--- src/rtl/wskf_pkg.sv ---
// ----------------------------------------------------------------------------
// wskf_pkg
// shared constants, register codes and interface structs of the windowed
// scalar kalman filter
// ----------------------------------------------------------------------------
`default_nettype none

package wskf_pkg;

    localparam int WINDOW = 8;
    localparam int IDX_W  = (WINDOW > 1) ? $clog2(WINDOW) : 1;
    localparam int CNT_W  = $clog2(WINDOW + 1);
    localparam int DATA_W = 16;
    localparam int CFG_IDX_W = 2;

    // configuration register indexes
    localparam logic [CFG_IDX_W-1:0] REG_MEAS_ERR = 2'd0;
    localparam logic [CFG_IDX_W-1:0] REG_INIT_ERR = 2'd1;
    localparam logic [CFG_IDX_W-1:0] REG_INIT_EST = 2'd2;

    localparam logic [DATA_W-1:0] MEAS_ERR_RST = 16'd256;
    localparam logic [DATA_W-1:0] INIT_ERR_RST = 16'd256;
    localparam logic [DATA_W-1:0] INIT_EST_RST = 16'd0;

    localparam logic [DATA_W-1:0] GAIN_MAX = 16'hFFFF;

    // request into the step unit
    typedef struct packed {
        logic                     start;
        logic signed [DATA_W-1:0] sample;
        logic signed [DATA_W-1:0] est;
        logic        [DATA_W-1:0] err;
        logic        [DATA_W-1:0] meas_err;
    } step_req_t;

    // response from the step unit
    typedef struct packed {
        logic                     done;
        logic signed [DATA_W-1:0] est;
        logic        [DATA_W-1:0] err;
    } step_rsp_t;

endpackage

`default_nettype wire

--- src/rtl/wskf_window.sv ---
// ----------------------------------------------------------------------------
// wskf_window
// sample window: appends until full, then shifts the oldest sample out
// ----------------------------------------------------------------------------
`default_nettype none

module wskf_window
    import wskf_pkg::*;
(
    input  wire logic                     clk,
    input  wire logic                     rst_n,
    input  wire logic                     push,
    input  wire logic                     clear,
    input  wire logic signed [DATA_W-1:0] sample,
    input  wire logic        [IDX_W-1:0]  rd_idx,
    output logic signed      [DATA_W-1:0] rd_data,
    output logic             [CNT_W-1:0]  fill
);

    logic signed [DATA_W-1:0] win_reg [WINDOW];
    logic        [CNT_W-1:0]  fill_reg;

    always_ff @(posedge clk or negedge rst_n)
    begin
        if (!rst_n)
        begin
            fill_reg <= '0;
            for (int i = 0; i < WINDOW; i++)
            begin
                win_reg[i] <= '0;
            end
        end
        else if (clear)
        begin
            fill_reg <= '0;
            for (int i = 0; i < WINDOW; i++)
            begin
                win_reg[i] <= '0;
            end
        end
        else if (push)
        begin
            if (fill_reg < CNT_W'(WINDOW))
            begin
                win_reg[fill_reg[IDX_W-1:0]] <= sample;
                fill_reg <= fill_reg + 1'b1;
            end
            else
            begin
                for (int i = 0; i < WINDOW - 1; i++)
                begin
                    win_reg[i] <= win_reg[i+1];
                end
                win_reg[WINDOW-1] <= sample;
            end
        end
    end

    assign rd_data = win_reg[rd_idx];
    assign fill    = fill_reg;

endmodule

`default_nettype wire

--- src/rtl/wskf_step.sv ---
// ----------------------------------------------------------------------------
// wskf_step
// one kalman step: restoring divider for the gain, then one shared
// multiplier for the estimate update and the error scaling
// ----------------------------------------------------------------------------
`default_nettype none

module wskf_step
    import wskf_pkg::*;
(
    input  wire logic      clk,
    input  wire logic      rst_n,
    input  wire step_req_t req,
    output step_rsp_t      rsp
);

    typedef enum logic [4:0] {
        ST_IDLE = 5'b00001,
        ST_DIV  = 5'b00010,
        ST_MUL1 = 5'b00100,
        ST_MUL2 = 5'b01000,
        ST_FIN  = 5'b10000
    } st_t;

    st_t state_reg, state_next;

    logic        [3:0]        cnt_reg;
    logic        [DATA_W:0]   rem_reg;
    logic        [DATA_W:0]   den_reg;
    logic        [DATA_W-1:0] gain_reg;
    logic        [DATA_W-1:0] err_reg;
    logic signed [DATA_W-1:0] est_reg;
    logic signed [DATA_W:0]   diff_reg;
    logic signed [35:0]       prod_reg;
    logic signed [DATA_W-1:0] est_out_reg;

    logic        [DATA_W+1:0] trial;
    logic                     fits;
    logic signed [17:0]       mul_a;
    logic signed [17:0]       mul_b;
    logic signed [35:0]       prod;
    logic signed [35:0]       rnd;
    logic signed [19:0]       est_delta;
    logic signed [21:0]       est_sum;
    logic signed [DATA_W-1:0] est_sat;
    logic        [DATA_W:0]   den_in;

    assign den_in = {1'b0, req.err} + {1'b0, req.meas_err};
    assign trial  = {rem_reg, 1'b0};
    assign fits   = trial >= {1'b0, den_reg};

    // operand select of the shared multiplier
    always_comb
    begin
        mul_a = '0;
        mul_b = '0;
        if (state_reg == ST_MUL1)
        begin
            mul_a = $signed({2'b00, gain_reg});
            mul_b = $signed({diff_reg[DATA_W], diff_reg});
        end
        else if (state_reg == ST_MUL2)
        begin
            mul_a = $signed({2'b00, err_reg});
            mul_b = $signed({1'b0, 17'h10000 - {1'b0, gain_reg}});
        end
    end

    assign prod = mul_a * mul_b;

    // round to nearest, ties upward
    assign rnd       = prod_reg + 36'sd32768;
    assign est_delta = rnd[35:16];
    assign est_sum   = 22'(est_reg) + 22'(est_delta);

    always_comb
    begin
        if (est_sum > 22'sd32767)
        begin
            est_sat = 16'sh7FFF;
        end
        else if (est_sum < -22'sd32768)
        begin
            est_sat = -16'sh8000;
        end
        else
        begin
            est_sat = est_sum[DATA_W-1:0];
        end
    end

    always_comb
    begin
        state_next = state_reg;
        unique case (state_reg)
            ST_IDLE:
            begin
                if (req.start)
                begin
                    state_next = (req.meas_err == '0) ? ST_MUL1 : ST_DIV;
                end
            end
            ST_DIV:
            begin
                if (cnt_reg == 4'hF)
                begin
                    state_next = ST_MUL1;
                end
            end
            ST_MUL1: state_next = ST_MUL2;
            ST_MUL2: state_next = ST_FIN;
            ST_FIN:  state_next = ST_IDLE;
            default: state_next = ST_IDLE;
        endcase
    end

    always_ff @(posedge clk or negedge rst_n)
    begin
        if (!rst_n)
        begin
            state_reg <= ST_IDLE;
        end
        else
        begin
            state_reg <= state_next;
        end
    end

    always_ff @(posedge clk)
    begin
        unique case (state_reg)
            ST_IDLE:
            begin
                if (req.start)
                begin
                    err_reg  <= req.err;
                    est_reg  <= req.est;
                    diff_reg <= 17'(req.sample) - 17'(req.est);
                    den_reg  <= den_in;
                    rem_reg  <= {1'b0, req.err};
                    cnt_reg  <= '0;
                    // zero measurement error: gain saturates, or stays zero
                    gain_reg <= (req.err == '0) ? '0 : GAIN_MAX;
                end
            end
            ST_DIV:
            begin
                rem_reg  <= fits ? 17'(trial - {1'b0, den_reg}) : trial[DATA_W:0];
                gain_reg <= {gain_reg[DATA_W-2:0], fits};
                cnt_reg  <= cnt_reg + 1'b1;
            end
            ST_MUL1:
            begin
                prod_reg <= prod;
            end
            ST_MUL2:
            begin
                est_out_reg <= est_sat;
                prod_reg    <= prod;
            end
            ST_FIN:
            begin
            end
            default:
            begin
            end
        endcase
    end

    assign rsp.done = (state_reg == ST_FIN);
    assign rsp.est  = est_out_reg;
    assign rsp.err  = rnd[31:16];

endmodule

`default_nettype wire

--- src/rtl/windowed_scalar_kalman_filter.sv ---
// ----------------------------------------------------------------------------
// windowed_scalar_kalman_filter
// keeps a window of samples and runs a scalar kalman pass over it per push
// ----------------------------------------------------------------------------
// sequence: a push into a window that is not yet full goes straight to the
//   result register; a push into a full window runs WINDOW steps, each of
//   load, restoring gain division, two shared-multiplier steps and finish;
//   a zero measurement error skips the division
// throughput: one item at a time, s_tready is low while an item is at work
//   and while its result waits on m_tready
// reset: rst_n clears the window, the fill count and the sequencer at once and
//   loads the register reset values; no clearing pass is needed
`default_nettype none

module windowed_scalar_kalman_filter
    import wskf_pkg::*;
(
    input  wire logic                 clk,
    input  wire logic                 rst_n,
    // input stream
    input  wire logic                 s_tvalid,
    output logic                      s_tready,
    input  wire logic [DATA_W-1:0]    s_tdata,   // [15:0] sample
    input  wire logic                 s_tuser,   // [0] kind: 0 push, 1 clear
    // result stream
    output logic                      m_tvalid,
    input  wire logic                 m_tready,
    output logic [DATA_W-1:0]         m_tdata,   // [15:0] estimate
    output logic                      m_tuser,   // [0] ready_res
    // configuration write channel
    input  wire logic                 cfg_valid,
    output logic                      cfg_ready,
    input  wire logic [CFG_IDX_W-1:0] cfg_index,
    input  wire logic [DATA_W-1:0]    cfg_data
);

    typedef enum logic [3:0] {
        S_IDLE = 4'b0001,
        S_LOAD = 4'b0010,
        S_WAIT = 4'b0100,
        S_OUT  = 4'b1000
    } seq_t;

    seq_t state_reg, state_next;

    // configuration registers; estimate_error is always reloaded from
    // initial_estimate_error, so it shares that register; initial_estimate
    // only loads the running estimate
    logic        [DATA_W-1:0] meas_err_reg;
    logic        [DATA_W-1:0] init_err_reg;

    logic signed [DATA_W-1:0] run_est_reg;
    logic signed [DATA_W-1:0] work_est_reg;
    logic        [DATA_W-1:0] work_err_reg;
    logic signed [DATA_W-1:0] first_reg;
    logic        [IDX_W-1:0]  idx_reg;

    logic        [DATA_W-1:0] res_est_reg;
    logic                     res_rdy_reg;
    logic                     out_valid_reg;
    logic        [DATA_W-1:0] out_data_reg;
    logic                     out_user_reg;

    logic                     in_xfer;
    logic                     cfg_xfer;
    logic                     push;
    logic                     clear;
    logic                     full_after;
    logic                     out_free;
    logic signed [DATA_W-1:0] win_data;
    logic        [CNT_W-1:0]  fill;

    step_req_t step_req;
    step_rsp_t step_rsp;

    assign s_tready  = (state_reg == S_IDLE);
    assign cfg_ready = (state_reg == S_IDLE);
    assign in_xfer   = s_tvalid && s_tready;
    assign cfg_xfer  = cfg_valid && cfg_ready;
    assign push      = in_xfer && !s_tuser;
    assign clear     = in_xfer && s_tuser;

    // window is full after this push when it held WINDOW-1 or more samples
    assign full_after = (fill >= CNT_W'(WINDOW - 1));

    // output slot free when empty or its transfer completes this cycle
    assign out_free = !out_valid_reg || m_tready;

    wskf_window u_window (
        .clk     (clk),
        .rst_n   (rst_n),
        .push    (push),
        .clear   (clear),
        .sample  (s_tdata),
        .rd_idx  (idx_reg),
        .rd_data (win_data),
        .fill    (fill)
    );

    assign step_req.start    = (state_reg == S_LOAD);
    assign step_req.sample   = win_data;
    assign step_req.est      = work_est_reg;
    assign step_req.err      = work_err_reg;
    assign step_req.meas_err = meas_err_reg;

    wskf_step u_step (
        .clk   (clk),
        .rst_n (rst_n),
        .req   (step_req),
        .rsp   (step_rsp)
    );

    // sequencer
    always_comb
    begin
        state_next = state_reg;
        unique case (state_reg)
            S_IDLE:
            begin
                if (push)
                begin
                    state_next = full_after ? S_LOAD : S_OUT;
                end
            end
            S_LOAD: state_next = S_WAIT;
            S_WAIT:
            begin
                if (step_rsp.done)
                begin
                    state_next = (idx_reg == IDX_W'(WINDOW - 1)) ? S_OUT : S_LOAD;
                end
            end
            S_OUT:
            begin
                if (out_free)
                begin
                    state_next = S_IDLE;
                end
            end
            default: state_next = S_IDLE;
        endcase
    end

    always_ff @(posedge clk or negedge rst_n)
    begin
        if (!rst_n)
        begin
            state_reg     <= S_IDLE;
            out_valid_reg <= 1'b0;
            meas_err_reg  <= MEAS_ERR_RST;
            init_err_reg  <= INIT_ERR_RST;
            run_est_reg   <= INIT_EST_RST;
        end
        else
        begin
            state_reg <= state_next;

            // result register
            if (state_reg == S_OUT && out_free)
            begin
                out_valid_reg <= 1'b1;
            end
            else if (m_tready)
            begin
                out_valid_reg <= 1'b0;
            end

            // register writes, taken only while idle
            if (cfg_xfer)
            begin
                unique case (cfg_index)
                    REG_MEAS_ERR: meas_err_reg <= cfg_data;
                    REG_INIT_ERR: init_err_reg <= cfg_data;
                    REG_INIT_EST:
                    begin
                        run_est_reg  <= cfg_data;
                    end
                    default:
                    begin
                    end
                endcase
            end

            if (clear)
            begin
                run_est_reg <= '0;
            end
            else if (state_reg == S_WAIT && step_rsp.done
                     && idx_reg == IDX_W'(WINDOW - 1))
            begin
                // keep the estimate made after the oldest sample
                run_est_reg <= first_reg;
            end
        end
    end

    // pass datapath, no reset needed
    always_ff @(posedge clk)
    begin
        if (push)
        begin
            idx_reg      <= '0;
            work_est_reg <= run_est_reg;
            work_err_reg <= init_err_reg;
            res_est_reg  <= '0;
            res_rdy_reg  <= 1'b0;
        end
        else if (state_reg == S_WAIT && step_rsp.done)
        begin
            work_est_reg <= step_rsp.est;
            work_err_reg <= step_rsp.err;
            if (idx_reg == '0)
            begin
                first_reg <= step_rsp.est;
            end
            if (idx_reg == IDX_W'(WINDOW - 1))
            begin
                res_est_reg <= step_rsp.est;
                res_rdy_reg <= 1'b1;
            end
            else
            begin
                idx_reg <= idx_reg + 1'b1;
            end
        end

        if (state_reg == S_OUT && out_free)
        begin
            out_data_reg <= res_est_reg;
            out_user_reg <= res_rdy_reg;
        end
    end

    assign m_tvalid = out_valid_reg;
    assign m_tdata  = out_data_reg;
    assign m_tuser  = out_user_reg;

endmodule

`default_nettype wire
--- config.mk ---
export PLATFORM = sky130hd
export DESIGN_NAME = windowed_scalar_kalman_filter
export DESIGN_NICKNAME = d
export VERILOG_FILES = /design/src/rtl/wskf_pkg.sv /design/src/rtl/wskf_window.sv /design/src/rtl/wskf_step.sv /design/src/rtl/windowed_scalar_kalman_filter.sv
export SDC_FILE = /design/constraint.sdc
export NUM_CORES = 2
export LEC_CHECK = 0
export BUFFER_PORTS_ARGS = -buffer_cell sky130_fd_sc_hd__buf_2
export CAP_MARGIN = 25
export CORE_UTILIZATION = 59
export CTS_CLUSTER_DIAMETER = 50
export DETAILED_ROUTE_END_ITERATION = 8
export GPL_TIMING_DRIVEN = 0
export PLACE_DENSITY_LB_ADDON = 0.25
export SLEW_MARGIN = 25
export SYNTH_ARGS = -nofsm -noshare
export SYNTH_HDL_FRONTEND = slang
export SYNTH_SLANG_ARGS = --single-unit
--- constraint.sdc ---
create_clock -name clk -period 7.9 [get_ports clk]
set_input_delay 0.79 -clock clk [delete_from_list [all_inputs] [get_ports clk]]
set_output_delay 0.79 -clock clk [all_outputs]
set_load 0.01 [all_outputs]
==> results.toml <==
[status]
status = "completed"

[worst_setup_path]
critPathBufInv = 5
crit_path_start_kind = "flop"
crit_family = "adder cells"
crit_arrival_ns = 8.17
rrSetupSlack_ns = 0.05
r2r-start = "u_step.gain_reg[5]"
required_ns = 8.22
critPathCaptureType = "flop"
slowest_delay_ns = 0.58
crit_slowest_cell = "or4_4"
startpoint = "u_step.gain_reg[5]"
critPathKind = "reg -> reg"
critPathMostFrequentCell = "fa_1"
path_max_fanout = 6

[finish]
drive_above_1_share_pct = 11.7
final_common_cell = "inv_1"
synthToLayoutAreaGrowth_pct = 11.5
fin_cells = 4012
layout_common_cells = "inv_1, nand2_1, fa_1"
design_area_sq_mm = 0.0353
nets = 3785
largest_reg_flops = 128
postLayoutCoreUtil_pct = 66.8

[synth]
synth_ff_type = "edfxtp_1"
synth_area_leader_cell = "edfxtp_1"
ys_types = 76
async_flop_share_pct = 45.9
synth.avg_cell_area_sq_um = 10.0
synth-seq-area-share_pct = 35.7
synth_seq_cells = 414
synth_area_leaders = "edfxtp_1, fa_1, dfrtp_1"
synth_area_sq_mm = 0.0316
synthCells = 3151
syn_nets = 3649
synth_edf_count = 204
synth.top_cell.area_share_pct = 19.4
yosys_warnings = 0

[routing]
drtPass1Iterations = 6
drt_iter0_drc = 2330
vias = 24252
drc = 0
via_per_inst = 6.04
wl_per_cell_um = 21.6
ant_nets = 0
drt-total-wl_um = 86700

[sta]
skew_ns = 0.0228
hold_viol = 0
setup_viol = 0
slew_violations = 0
fin_crit_sh_pct = 99.4
fmax_mhz = 127
worstMarginPinSlew_ns = 1.13
slew_headroom_pct = 24.4
layout_min_cycle_time_ns = 7.85
rsz0062_at_grt = "true"

[pwr]
powerDensity_mw_per_mm2 = 211
clkPwrFrac_pct = 28.9
power.total_uw = 7430
switching_share_pct = 33.4
ir_drop_v = 0.000226
p_int_uw = 4950
power.share.sequential_pct = 42.6
cellLeakagePower_uw = 0.0156
p_switching_uw = 2480
power_frac_comb_pct = 28.5

[die]
die_area_sq_mm = 0.0545
core_area_sq_mm = 0.0528
die_x_um = 234
die_h_um = 234
start_util_pct = 59.9
fp-row-count = 84
ioPinCount = 60

[cts]
cts-htree-levels = 2
cts_tree = "built"
numCtsBuffers = 45
clkTransAtPathRegs_ns = 0.06
clk_latency_ns = 0.59
cts-hold-fix-buffers = 0
clockBufferDepth = 3
clockRootBuffer = "clkbuf_16"
cts.sinks = 414

[placement]
portBuffers = 43
place_inst = 3896
dpl_cell_area_sq_mm = 0.0329
dpl.hpwl_um = 68600
gp_congestion = 0.987

[hold_path]
min_path_type = "in -> async"

[global_routing]
grt_pass1_wl_um = 137000
grt_pass1_vias = 25046
track_usage_pct = 32.9
grt_overflow = 0
grt_max_degree = 88
antenna_found_initial = 1

[run]
cap_violations = 0
[power groups by stage]
stage / Clock [uW] / Combinational, uW / Sequential (uW)
floorplan: 0 / 1520 / 3060
global placement: 0 / 1960 / 3160
detailed placement: 0 / 2060 / 3190
CTS: 2170 / 2090 / 3150
global route: 2260 / 2340 / 3210
finish: 2150 / 2120 / 3170
[metal layers]
layer / vias up / track usage [%] / part of all wire, %
li1: 10890 / - / -
met1: 12087 / 41.9 / 39
met2: 1032 / 56.4 / 50
met3: 243 / 4.41 / 6.8
met4: 0 / 13.8 / 4.4
met5: - / 0 / 0
[final timing paths]
kind                                   endpoint  cells past startpoint
max in group asynchronous   u_step.state_reg[0]                      3
min in group clk                     m_tdata[8]                      0
min reg2reg                          m_tdata[8]                      0
max reg2reg                 u_step.prod_reg[28]                     28
min                        u_window.win_reg[22]                      1
max                         u_step.prod_reg[28]                     28
[cells by family (layout without fill, tap and decap cells)]
| group | after synthesis | count (layout) | synth area share (%) |
|---|---|---|---|
| mux | 96 | 96 | 4.50 |
| other cells | 0 | 1 | 0 |
| simple gates | 895 | 895 | 12.1 |
| fa+ha+maj | 458 | 458 | 25.1 |
| xor+xnor | 106 | 106 | 2.94 |
| flops | 414 | 414 | 35.7 |
| buf+inv | 588 | 760 | 7.04 |
| compound gates | 594 | 594 | 12.6 |
[synth_stat cells (5+ instances only)]
cell      number
o22ai_1       18
a31oi_1        7
inv_1        432
or2_2          7
o211ai_1       7
fa_1         295
or3_1         10
buf_2          7
mux2_2        50
and2_1        11
nor4_1        12
or4_1          5
buf_1         20
nand2b_1      18
mux4_2        32
nand3_1       34
a21boi_0       8
o21ai_0      168
a211oi_1      13
a22oi_1      142
nand3b_1       5
a22o_1        43
edfxtp_1     204
nor3_1        42
a21oi_1       70
ha_1         163
o21a_1        18
nor2b_1       13
a21o_1        39
nor2_1       285
xor2_1        22
nand2_1      410
nand4_1        9
dfrtp_1      186
dfxtp_1       20
clkbuf_1     126
mux2i_1       14
and3_1        17
xnor2_1       84
a221oi_1      18
[layout make-up]
class	instances	area [sq um]
multi-input cells	2149	18600
fillers	4104	17500
flip-flops and latches	414	11300
inverters	433	1630
clock buffers	66	1300
well taps	688	861
repair buffers	99	753
plain buffers	145	624
clock inverters	17	215
diodes	1	2.50
[metrics by stage]
step	hold slack, ns	setup slack [ns]	setup TNS (ns)
3_3_place_gp	0.416	-2.28	-36.90
5_1_grt	0.0818	-0.101	-0.331
2_1_floorplan	0.408	0.309	0
4_1_cts	0.0584	0.00474	0
3_5_place_dp	0.414	-1.30	-16.55
6_report	0.0667	0.0495	0
[what timing repair did]
| action | 4_1_cts | 5_1_grt |
|---|---|---|
| setup buffers | 9 | 33 |
| setup endpoints to repair | 20 | 11 |
| pin swaps | 4 | 41 |
| gates resized for setup | 69 | 72 |
Note: power is estimated with default switching activity, not from simulation.
